===== src/fshm_pkg.sv =====
// ----------------------------------------------------------------------------
// Frame slot handoff manager package
// Phase and request codes, field widths and stream packing constants.
// ----------------------------------------------------------------------------
`default_nettype none

package fshm_pkg;

  localparam int SLOT_COUNT_DEFAULT = 2;

  localparam int OPCODE_W   = 3;
  localparam int SLOT_IN_W  = 8;
  localparam int FRAME_W    = 32;
  localparam int STATUS_W   = 1;
  localparam int SLOT_OUT_W = 4;

  localparam int IN_FIELDS_W  = OPCODE_W + SLOT_IN_W + FRAME_W;
  localparam int IN_TDATA_W   = ((IN_FIELDS_W + 7) / 8) * 8;
  localparam int OUT_FIELDS_W = STATUS_W + SLOT_OUT_W + FRAME_W;
  localparam int OUT_TDATA_W  = ((OUT_FIELDS_W + 7) / 8) * 8;

  typedef logic [1:0]          phase_t;
  typedef logic [OPCODE_W-1:0] opcode_t;

  localparam phase_t PH_EMPTY   = 2'd0;
  localparam phase_t PH_WRITING = 2'd1;
  localparam phase_t PH_READY   = 2'd2;
  localparam phase_t PH_READING = 2'd3;

  localparam opcode_t OP_ACQ_WRITE = 3'd0;
  localparam opcode_t OP_PUBLISH   = 3'd1;
  localparam opcode_t OP_CANCEL    = 3'd2;
  localparam opcode_t OP_ACQ_READ  = 3'd3;
  localparam opcode_t OP_RELEASE   = 3'd4;

  localparam logic ST_DONE    = 1'b0;
  localparam logic ST_REFUSED = 1'b1;

endpackage

`default_nettype wire


===== src/frame_slot_handoff_manager_core.sv =====
// ----------------------------------------------------------------------------
// Frame slot handoff manager core
// Tracks ownership of frame slots passed from one producer to one consumer.
// ----------------------------------------------------------------------------
// Each request item gets exactly one result item. The block takes one item
// per cycle: an item is captured in the input register, executed against the
// slot table while it sits there (phase lanes, a pairwise minimum tree over
// the ready slots and the write pointer update), and its result lands in the
// output register. The slot table update in the execute stage is the loop
// that sets the rate. Backpressure on the result side stalls the input only
// once both registers are full.
`default_nettype none

module frame_slot_handoff_manager_core #(
  parameter int SLOT_COUNT = fshm_pkg::SLOT_COUNT_DEFAULT
) (
  input  wire logic                             clk,
  input  wire logic                             rst,
  input  wire logic                             s_tvalid,
  output logic                                  s_tready,
  // opcode[2:0], slot[10:3], frame_number[42:11], zero fill
  input  wire logic [fshm_pkg::IN_TDATA_W-1:0]  s_tdata,
  output logic                                  m_tvalid,
  input  wire logic                             m_tready,
  // status[0], slot_out[4:1], frame_out[36:5], zero fill
  output logic [fshm_pkg::OUT_TDATA_W-1:0]      m_tdata
);
  import fshm_pkg::*;

  localparam int SLOT_W = $clog2(SLOT_COUNT);
  localparam int LEVELS = SLOT_W;
  localparam int PAD    = 1 << LEVELS;

  logic                 in_valid;
  opcode_t              in_op;
  logic [SLOT_IN_W-1:0] in_slot;
  logic [FRAME_W-1:0]   in_frame;
  logic                 advance;

  phase_t               phase      [SLOT_COUNT];
  phase_t               phase_next [SLOT_COUNT];
  logic [FRAME_W-1:0]   frame_num  [SLOT_COUNT];
  logic [SLOT_W-1:0]    wp;
  logic [SLOT_W-1:0]    wp_next;
  logic                 frame_we;

  logic [SLOT_COUNT-1:0] sel;
  logic [SLOT_COUNT-1:0] wp_sel;
  logic [SLOT_COUNT-1:0] best_sel;
  logic [SLOT_COUNT-1:0] empty_mask;
  logic [SLOT_COUNT-1:0] writing_mask;
  logic [SLOT_COUNT-1:0] reading_mask;
  logic [PAD-1:0]        ready_pad;
  logic                  slot_ok;
  logic                  sel_writing;
  logic                  sel_reading;
  logic                  wp_empty;
  logic [SLOT_W-1:0]     slot_idx;

  logic                  lv_valid [LEVELS+1][PAD];
  logic [FRAME_W-1:0]    lv_frame [LEVELS+1][PAD];
  logic [SLOT_W-1:0]     lv_idx   [LEVELS+1][PAD];
  logic                  best_valid;
  logic [FRAME_W-1:0]    best_frame;
  logic [SLOT_W-1:0]     best_idx;

  logic                  res_status;
  logic [SLOT_OUT_W-1:0] res_slot;
  logic [FRAME_W-1:0]    res_frame;

  assign s_tready = !in_valid || !m_tvalid || m_tready;
  assign advance  = in_valid && (!m_tvalid || m_tready);

  always_ff @(posedge clk) begin
    if (rst) begin
      in_valid <= 1'b0;
    end else if (s_tready) begin
      in_valid <= s_tvalid;
    end
  end

  always_ff @(posedge clk) begin
    if (s_tready && s_tvalid) begin
      in_op    <= s_tdata[OPCODE_W-1:0];
      in_slot  <= s_tdata[OPCODE_W +: SLOT_IN_W];
      in_frame <= s_tdata[OPCODE_W+SLOT_IN_W +: FRAME_W];
    end
  end

  always_comb begin
    for (int i = 0; i < SLOT_COUNT; i++) begin
      sel[i]          = (in_slot == SLOT_IN_W'(i));
      wp_sel[i]       = (wp == SLOT_W'(i));
      best_sel[i]     = (best_idx == SLOT_W'(i));
      empty_mask[i]   = (phase[i] == PH_EMPTY);
      writing_mask[i] = (phase[i] == PH_WRITING);
      reading_mask[i] = (phase[i] == PH_READING);
    end
    slot_ok     = (in_slot < SLOT_IN_W'(SLOT_COUNT));
    sel_writing = |(sel & writing_mask);
    sel_reading = |(sel & reading_mask);
    wp_empty    = |(wp_sel & empty_mask);
    slot_idx    = in_slot[SLOT_W-1:0];
  end

  always_comb begin
    ready_pad = '0;
    for (int l = 0; l <= LEVELS; l++) begin
      for (int j = 0; j < PAD; j++) begin
        lv_valid[l][j] = 1'b0;
        lv_frame[l][j] = '0;
        lv_idx[l][j]   = '0;
      end
    end
    for (int j = 0; j < SLOT_COUNT; j++) begin
      ready_pad[j]   = (phase[j] == PH_READY);
      lv_frame[0][j] = frame_num[j];
    end
    for (int j = 0; j < PAD; j++) begin
      lv_valid[0][j] = ready_pad[j];
      lv_idx[0][j]   = SLOT_W'(j);
    end
    for (int l = 0; l < LEVELS; l++) begin
      for (int k = 0; k < (PAD >> (l + 1)); k++) begin
        if (lv_valid[l][2*k+1] &&
            (!lv_valid[l][2*k] || (lv_frame[l][2*k+1] < lv_frame[l][2*k]))) begin
          lv_valid[l+1][k] = 1'b1;
          lv_frame[l+1][k] = lv_frame[l][2*k+1];
          lv_idx[l+1][k]   = lv_idx[l][2*k+1];
        end else begin
          lv_valid[l+1][k] = lv_valid[l][2*k];
          lv_frame[l+1][k] = lv_frame[l][2*k];
          lv_idx[l+1][k]   = lv_idx[l][2*k];
        end
      end
    end
    best_valid = lv_valid[LEVELS][0];
    best_frame = lv_frame[LEVELS][0];
    best_idx   = lv_idx[LEVELS][0];
  end

  always_comb begin
    for (int i = 0; i < SLOT_COUNT; i++) begin
      phase_next[i] = phase[i];
    end
    wp_next    = wp;
    frame_we   = 1'b0;
    res_status = ST_REFUSED;
    res_slot   = '0;
    res_frame  = '0;
    unique case (in_op)
      OP_ACQ_WRITE: begin
        if (wp_empty) begin
          for (int i = 0; i < SLOT_COUNT; i++) begin
            if (wp_sel[i]) phase_next[i] = PH_WRITING;
          end
          res_status = ST_DONE;
          res_slot   = SLOT_OUT_W'(wp);
        end
      end
      OP_PUBLISH: begin
        if (slot_ok && sel_writing) begin
          for (int i = 0; i < SLOT_COUNT; i++) begin
            if (sel[i]) phase_next[i] = PH_READY;
          end
          frame_we   = 1'b1;
          wp_next    = (slot_idx == SLOT_W'(SLOT_COUNT - 1)) ? '0 : slot_idx + SLOT_W'(1);
          res_status = ST_DONE;
        end
      end
      OP_CANCEL: begin
        if (slot_ok && sel_writing) begin
          for (int i = 0; i < SLOT_COUNT; i++) begin
            if (sel[i]) phase_next[i] = PH_EMPTY;
          end
          res_status = ST_DONE;
        end
      end
      OP_ACQ_READ: begin
        if (best_valid) begin
          for (int i = 0; i < SLOT_COUNT; i++) begin
            if (best_sel[i]) phase_next[i] = PH_READING;
          end
          res_status = ST_DONE;
          res_slot   = SLOT_OUT_W'(best_idx);
          res_frame  = best_frame;
        end
      end
      OP_RELEASE: begin
        if (slot_ok && sel_reading) begin
          for (int i = 0; i < SLOT_COUNT; i++) begin
            if (sel[i]) phase_next[i] = PH_EMPTY;
          end
          res_status = ST_DONE;
        end
      end
      default: begin
        res_status = ST_REFUSED;
      end
    endcase
  end

  always_ff @(posedge clk) begin
    if (rst) begin
      for (int i = 0; i < SLOT_COUNT; i++) begin
        phase[i] <= PH_EMPTY;
      end
      wp <= '0;
    end else if (advance) begin
      for (int i = 0; i < SLOT_COUNT; i++) begin
        phase[i] <= phase_next[i];
      end
      wp <= wp_next;
    end
  end

  always_ff @(posedge clk) begin
    if (advance && frame_we) begin
      for (int i = 0; i < SLOT_COUNT; i++) begin
        if (sel[i]) frame_num[i] <= in_frame;
      end
    end
  end

  always_ff @(posedge clk) begin
    if (rst) begin
      m_tvalid <= 1'b0;
    end else if (advance) begin
      m_tvalid <= 1'b1;
    end else if (m_tready) begin
      m_tvalid <= 1'b0;
    end
  end

  always_ff @(posedge clk) begin
    if (advance) begin
      m_tdata <= {(OUT_TDATA_W - OUT_FIELDS_W)'(0), res_frame, res_slot, res_status};
    end
  end

endmodule

`default_nettype wire


===== config.mk =====
export PLATFORM = sky130hd
export DESIGN_NAME = frame_slot_handoff_manager_core
export DESIGN_NICKNAME = d
export VERILOG_FILES = /design/src/fshm_pkg.sv /design/src/frame_slot_handoff_manager_core.sv
export SDC_FILE = /design/constraint.sdc
export NUM_CORES = 1
export LEC_CHECK = 0
export BUFFER_PORTS_ARGS = -buffer_cell sky130_fd_sc_hd__buf_2
export CORE_UTILIZATION = 57
export DETAILED_ROUTE_END_ITERATION = 10
export PLACE_DENSITY = 0.86
export SYNTH_ARGS = -nofsm -noshare
export SYNTH_HDL_FRONTEND = slang
export SYNTH_SLANG_ARGS = --single-unit

===== constraint.sdc =====
create_clock -name clk -period 4.1 [get_ports clk]
set_input_delay 0 -clock clk [delete_from_list [all_inputs] [get_ports clk]]
set_output_delay 0 -clock clk [all_outputs]
set_load 0.02 [all_outputs]

-- After elaboration in Yosys (flattened, before gate mapping)
Memories as Yosys holds them, arrays and structs flattened.
Index checks and enable logic that the tools add are counted.
- output and inout bits: 42
- memory bits (writable): 68
- register bits after elaboration: 83
- word-level logic and storage cells: 101
- memories kept: 2
- bits of input ports: 52
- order comparisons: 2
- muxes and demuxes: 46
- equality and inequality tests: 11
- reductions and logical operators: 25
- bitwise logic cells: 6
- add/sub/neg operators: 1
- memory list (name ; words ; width ; read ports ; clocked after Yosys merged registers in ; wr ports ; line ; RTL):
    frame_num ; 2 ; 32 ; 2 ; 0 ; 1 ; frame_slot_handoff_manager_core.sv:42 ; logic [FRAME_W-1:0] frame_num [SLOT_COUNT];
    phase ; 2 ; 2 ; 2 ; 0 ; 2 ; frame_slot_handoff_manager_core.sv:40 ; phase_t phase [SLOT_COUNT];
- operator list (operator ; number):
    $mux W32 ; 2
    $lt A32 B32 Y1 ; 1
    $reduce_or A32 Y1 ; 1
    $mux W1 ; 26
    $mux W2 ; 10
    $mux W4 ; 5
    $pmux W4 S5 ; 1
    $eq A2 B2 Y1 const B ; 4
    $eq A8 B1 Y1 const B ; 1
    $logic_not A8 Y1 ; 1
    $lt A8 B2 Y1 const B ; 1
    $reduce_or A2 Y1 ; 4
    $and A2 B2 Y2 ; 3
    $eq A3 B2 Y1 const B ; 2
    $logic_and A1 B1 Y1 ; 6
    $eq A2 B1 Y1 const B ; 2
    $logic_not A2 Y1 ; 2
    $logic_or A1 B1 Y1 ; 4
    $pmux W1 S4 ; 1
    $eq A3 B1 Y1 const B ; 1
    $eq A3 B3 Y1 const B ; 1
    $logic_not A1 Y1 ; 3
    $logic_not A3 Y1 ; 1
    $reduce_and A3 Y1 ; 1
    other kinds (6) ; 7

-- Longest topological paths before layout
Gate-level depths: netlist (run 1).
An unclocked memory read counts as a cell.
- depth in word-level cells: 12
- mapped depth: 9
- mapped depth without buffers: 8

-- Least setup slack after synthesis (run 1)
OpenSTA, ideal clock, no wires.
- path kind: reg-to-reg
- start point: reg in_slot[5]
- end point: mem frame_num[0][0], enable pin
- library setup time: 0.421 ns
- stages on the path, launching flop included: 6
- buffers on the path: 0
- data arrival time: 3.005 ns
- slack: 0.674 ns
- data required time: 3.679 ns
- period minus slack after synthesis: 3.426 ns
- cells stage by stage: edfxtp_1 or4_4 nor3_4 a32oi_2 or3_4 nor2_1
- longest elaborated chain between the ends: 11
- elaborated cells on any way between the ends: 18
- classes of those cells: order compare (1); eq/ne (1); mux (10); bitwise (1); reduce/logical (5)
- RTL lines (item ; line ; RTL):
    start: declaration ; frame_slot_handoff_manager_core.sv:36 ; logic [SLOT_IN_W-1:0] in_slot;
    start signal: assignment ; frame_slot_handoff_manager_core.sv:85 ; in_slot <= s_tdata[OPCODE_W +: SLOT_IN_W];
    parallel branches: the longest is 11 deep, another holds $lt A8 B2 Y1 ; n/a ;
    end: declaration ; frame_slot_handoff_manager_core.sv:42 ;
Parallel ways; which one is timed is not known.

==> impl_metrics.toml, run 1 <==
[critical_path]
cp.required_ps = 4370
slowest_delay_ps = 780
worst_setup_path_end_kind = "flip-flop"
critPathSlowestCell = "a31oi_4"
crit_fanout = 18
crit_top_cell = "a211oi_1"
crit_path_cell_trace = "inv_1 > ha_1 > a211oi_1 > nor2_1 > a211oi_1 > o211ai_1 > a31oi_4 > buf_12 > mux2i_1"
timing.critical_path.buf_inv = 2
worstPathArrival_ps = 3350
criticalPathCategory = "flip-flop to flip-flop"
crit_path_start_kind = "flip-flop"
critPathTopFamily = "compound AO/OA/AOI/OAI gates"

[clock_tree]
cts_buffers = 17
cts_tree = "yes"
cts_buffer_depth = 2
clkSinkCount = 148
clkSlewWorstSetupHoldPaths_ps = 60
h-tree-depth = 4
clk_latency_ps = 420
post-cts-setup-buffers = 0
cts_root_buffer = "clkbuf_16"

[detailed_routing]
drtIter0Drc = 246
drt-total-wl_mm = 12.46
vias = 4095
wl_met2_mm = 6.737
drt-met1-wl_mm = 4.567
wire_per_inst_um = 16.61
drc = 0
via_per_inst = 5.460
highest_layer = "met4"
drtPass1Iterations = 5
ant_nets = 0
dr_wl_met3_um = 818

[logic_synthesis]
synth_edf_count = 145
async_flop_share_pct = 0
netlist.area_leader.share_pct = 67.55
synth_cell_types = 55
syn_inst = 459
ys_ff_latch = 148
syn_area_sq_um = 6446
synth.most_common_cell = "edfxtp_1"
syn_avg_cell_area_sq_um = 14.04
synth_top_cells_by_area = "edfxtp_1, ha_1, mux2i_1"
yosysSeqAreaShare_pct = 68.48
synth_area_leader_cell = "edfxtp_1"
yosys-top-cells-count = "edfxtp_1, nand2_1, inv_1, mux2i_1, ha_1"
yosys_warnings = 0
synth_ff_type = "edfxtp_1"

[global_routing]
grt_max_degree = 65
antenna_found_initial = 0
grt-ovfl-total = 0
grt_pass1_vias = 4276
grt_pass1_wl_mm = 19.78
grt_usage_pct = 23.22

[power_and_ir_drop]
power.density_nw_per_um2 = 419.8
leakagePower_nw = 3.073
ir_drop_v = 0.0003301

[final_layout]
n_antenna_cell = 0
final_nets = 680
final_util_pct = 73.20
multiInputGateArea_sq_um = 1815
fillers = 652
syn2layout_area_growth_pct = 24.18
stdcell_count = 750
ff_latch_area_sq_um = 4414
layout-drive-gt1-share_pct = 21.64

[placed_design]
dp.final_hpwl_mm = 7.437
place_ws_ps = 1128
place_congestion = 0.8381
numPortBuffers = 82
dp_cells = 670

[floorplanning]
fp.dieW_um = 108.3
initial_core_util_pct = 58.95
die_area_sq_um = 11740
io_pins = 94
core_area_sq_um = 10940
die_y_um = 108.3
rows = 38

[timing]
slew_headroom_pct = 26.17
slew_viol_final = 0
fmaxAchievable_mhz = 324.7
layout_min_cycle_time_ps = 3080
setup_viol = 0
max_slew.worst_pin.slew_ps = 1108
setup_tns_ps = 0
layout_setup_ws_ps = 1020
finalHoldViolCount = 0
rsz0062_at_grt = "no"
finalCritPeriodShare_pct = 75.13
skew_ps = 9.383

[job]
drv_cap = 0

[min_path]
hold_path_class = "input port to flip-flop"

[run_status]
outcome = "finished, final reports clean"
[cell usage in the layout (no fill, tap or decap), drive strengths merged, types with 2 or more instances in the layout]
cell / Yosys / routed
nand2b: 7 / 7
a211oi: 6 / 6
buf: 16 / 85
conb: 1 / 6
nand2: 76 / 76
o21ai: 12 / 12
a32oi: 2 / 2
or3: 4 / 4
o211ai: 3 / 3
nor4: 2 / 2
nand3b: 2 / 2
clkbuf: 3 / 19
nor3b: 2 / 2
edfxtp: 145 / 145
nand4: 3 / 3
and2: 2 / 2
o31ai: 2 / 2
clkinv: 0 / 7
nor2: 17 / 17
a21o: 2 / 2
a41oi: 2 / 2
dfxtp: 3 / 3
ha: 31 / 31
o21a: 3 / 3
a31oi: 4 / 4
nor3: 7 / 7
clkinvlp: 0 / 4
dlygate4sd3: 0 / 48
mux2i: 33 / 33
nor2b: 3 / 3
a21oi: 12 / 12
nand3: 2 / 2
inv: 35 / 36
[registers in the layout, summed over array words and instances (netlist names), 3 cells and up]
signal     flops
m_tdata       34
in_slot        8
phase          4
in_op          3
in_frame      32
frame_num     64
[stage by stage]
step	hold slack, ps	power [mW]	instance area [sq um]
5_1_grt	278.3	3.456	8005
2_1_floorplan	72.38	1.875	6465
6_report	277.3	3.360	8005
3_5_place_dp	178.1	1.936	6982
3_3_place_gp	176.4	1.926	6982
4_1_cts	247.6	3.370	8005
[power breakdown]
part | switching [mW] | leakage (nW) | internal [mW]
Sequential | 0.0282 | 1.40 | 1.71
Combinational | 0.108 | 1.42 | 0.0949
Clock | 0.591 | 0.257 | 0.828
Total | 0.727 | 3.07 | 2.63
[repair_timing]
action                                 CTS  global route
endpoints found under the hold margin   46             0
hold buffers                            48             0
gates resized for setup                  0             0
[logic make-up (layout without fill, tap and decap cells)]
kind of cell	after synthesis	after routing	synth area share, %
muxes	33	33	5.124
xor gates and xnor gates	1	1	0.1359
adders and majority gates	31	31	6.017
buffers and inverters	54	200	3.843
and+or+nand+nor	134	134	10.11
DFF	148	148	68.48
AOI/OAI and AO/OA	57	57	6.231
other	1	6	0.05817
[routing by layer]
layer / global-route usage, % / vias to the layer above
met5: 0 / -
li1: - / 1954
met2: 41.54 / 181
met4: 13.42 / 0
met3: 5.425 / 30
met1: 25.14 / 1930
[final cells by class]
cell class,count,share of cell area [%]
flip-flops and latches,148,55.14
multi-input cells,262,22.68
repair buffers,133,11.57
clock buffers,19,5.408
well taps,140,2.188
inverters,35,1.641
clock inverters,13,1.375
[path summary, 6_finish.rpt]
kind | startpoint | depth (start not counted) | end | slack [ps]
min reg2reg | in_frame[8]$_DFFE_PP_ | 0 | frame_num[0][8]$_DFFE_PP_ | 440
min | s_tdata[12] | 2 | in_frame[1]$_DFFE_PP_ | 280
max reg2reg | frame_num[0][13]$_DFFE_PP_ | 9 | m_tdata[23]$_SDFFCE_PN0P_ | 1020
max | frame_num[0][13]$_DFFE_PP_ | 9 | m_tdata[23]$_SDFFCE_PN0P_ | 1020
Power figures use the tool's default switching activity.
==> run 2: changes to the inputs <==
==> constraint.sdc (replaced) <==
create_clock -name clk -period 2.97 [get_ports clk]
set_input_delay 0 -clock clk [delete_from_list [all_inputs] [get_ports clk]]
set_output_delay 0 -clock clk [all_outputs]
set_load 0.02 [all_outputs]
==> impl_metrics.toml, run 2 (synthesis gave the netlist of run 1 again) <==
[final_layout]
layout-drive-gt1-share_pct = 22.20
mostFrequentLayoutCell = "edfxtp_1"
top_register = "frame_num"
multiInputGateArea_sq_um = 1815
final_nets = 687
n_antenna_cell = 0
stdcell_count = 757
syn2layout_area_growth_pct = 25.60
layout_common_cells = "edfxtp_1, buf_2, nand2_1, dlygate4sd3_1, inv_1"
final_util_pct = 74.04
reg_top3 = "frame_num: 64 flops, m_tdata: 34 flops, in_frame: 32 flops"
ff_latch_area_sq_um = 4414
fin_area_sq_um = 8097
fillers = 651
largest_reg_flops = 64

[detailed_routing]
via_per_inst = 5.376
highest_layer = "met4"
vias = 4070
drc = 0
drtPass1Iterations = 4
drt-met1-wl_mm = 4.619
wire_per_inst_um = 15.81
dr_wl_met3_um = 731
wl_met2_mm = 6.288
drtIter0Drc = 237
ant_nets = 0
drt-total-wl_mm = 11.97

[placed_design]
dp_cells = 677
dp.final_hpwl_mm = 7.649
place_congestion = 0.8300
place_area_sq_um = 7047
place_ws_ps = 277.3
numPortBuffers = 82

[power_and_ir_drop]
p_int_mw = 3.733
ir_drop_v = 0.0005796
p_comb_share_pct = 5.9
leakagePower_nw = 3.115
p_switching_mw = 1.007
p_clk_share_pct = 43.4
p_total_mw = 4.739
sw_frac_of_total_pct = 21.24
power_frac_seq_pct = 50.6
power.density_nw_per_um2 = 585.4

[critical_path]
crit_fanout = 12
worstPathArrival_ps = 2980
crit_path_start_kind = "flip-flop"
worst_setup_path_end_kind = "flip-flop"
cp.required_ps = 3240
criticalPathCategory = "flip-flop to flip-flop"

[floorplanning]
die_area_sq_um = 11740
die_y_um = 108.3
core_area_sq_um = 10940
io_pins = 94
fp.dieW_um = 108.3
initial_core_util_pct = 58.95
rows = 38

[timing]
max_slew.worst_pin.slew_ps = 526.9
holdWs_ps = 281.8
skew_ps = 10.11
slew_headroom_pct = 64.61
finalHoldViolCount = 0
fmaxAchievable_mhz = 367.9
setup_viol = 0
setup_tns_ps = 0
layout_setup_ws_ps = 252.1
layout_min_cycle_time_ps = 2718
slew_viol_final = 0
rsz0062_at_grt = "no"
finalCritPeriodShare_pct = 91.51

[clock_tree]
cts_buffer_depth = 2
clkSinkCount = 148
post_cts_resized = 0
cts_tree = "yes"
h-tree-depth = 4
ctsHoldBuffers = 48
cts_root_buffer = "clkbuf_16"
clk_latency_ps = 420
clkSlewWorstSetupHoldPaths_ps = 60
cts_buffers = 17
post-cts-setup-buffers = 0

[global_routing]
grt_pass1_wl_mm = 19.11
grt-ovfl-total = 0
grt_max_degree = 65
grt_usage_pct = 22.31
antenna_found_initial = 0
grt_pass1_vias = 4162

[run_status]
outcome = "finished, final reports clean"

[job]
drv_cap = 0

[min_path]
hold_path_class = "input port to flip-flop"
run 2: cell types whose count changed in the layout (fill, tap and decap cells not counted), sizes merged:
cell	change
clkbuf	+2
bufinv	+1
clkinv	-4
inv	+1
buf	+7
run 2: path summary, 6_finish.rpt:
check / startpoint / endpoint / slack, ps / cells past startpoint
max: frame_num[0][37]$_DFFE_PP_ / m_tdata[20]$_SDFFCE_PN0P_ / 250 / 7
min: s_tdata[42] / in_frame[31]$_DFFE_PP_ / 280 / 2
min reg2reg: in_frame[22]$_DFFE_PP_ / frame_num[0][22]$_DFFE_PP_ / 440 / 0
max reg2reg: frame_num[0][37]$_DFFE_PP_ / m_tdata[20]$_SDFFCE_PN0P_ / 250 / 7
run 2: power groups by stage:
stage / Clock [mW] / Sequential (mW) / Combinational, mW
after floorplan: 0 / 2.45 / 0.139
after global placement: 0 / 2.44 / 0.224
after detailed placement: 0 / 2.44 / 0.230
after CTS: 2.07 / 2.40 / 0.279
after global routing: 2.17 / 2.41 / 0.303
final: 2.06 / 2.40 / 0.282
run 2: layout make-up:
cell class	count	area share, %
Inverter	35	1.623
Clock buffer	21	5.440
Sequential cell	148	54.52
Clock inverter	11	1.592
Timing Repair Buffer	140	12.24
Tap cell	140	2.163
Multi-Input combinational cell	262	22.42
run 2: routing by layer:
layer	GRT usage, %	vias up
met3	6.691	35
met4	12.45	0
met5	0	-
met2	38.35	157
met1	24.74	1914
li1	-	1964
run 2: worst max-delay path, stage by stage (launching register included):
cell and delay (ps):
edfxtp_1 410, ha_1 320, a2111oi_0 470, o21a_1 210
o211ai_1 190, a31oi_4 400, buf_4 330, mux2i_1 230
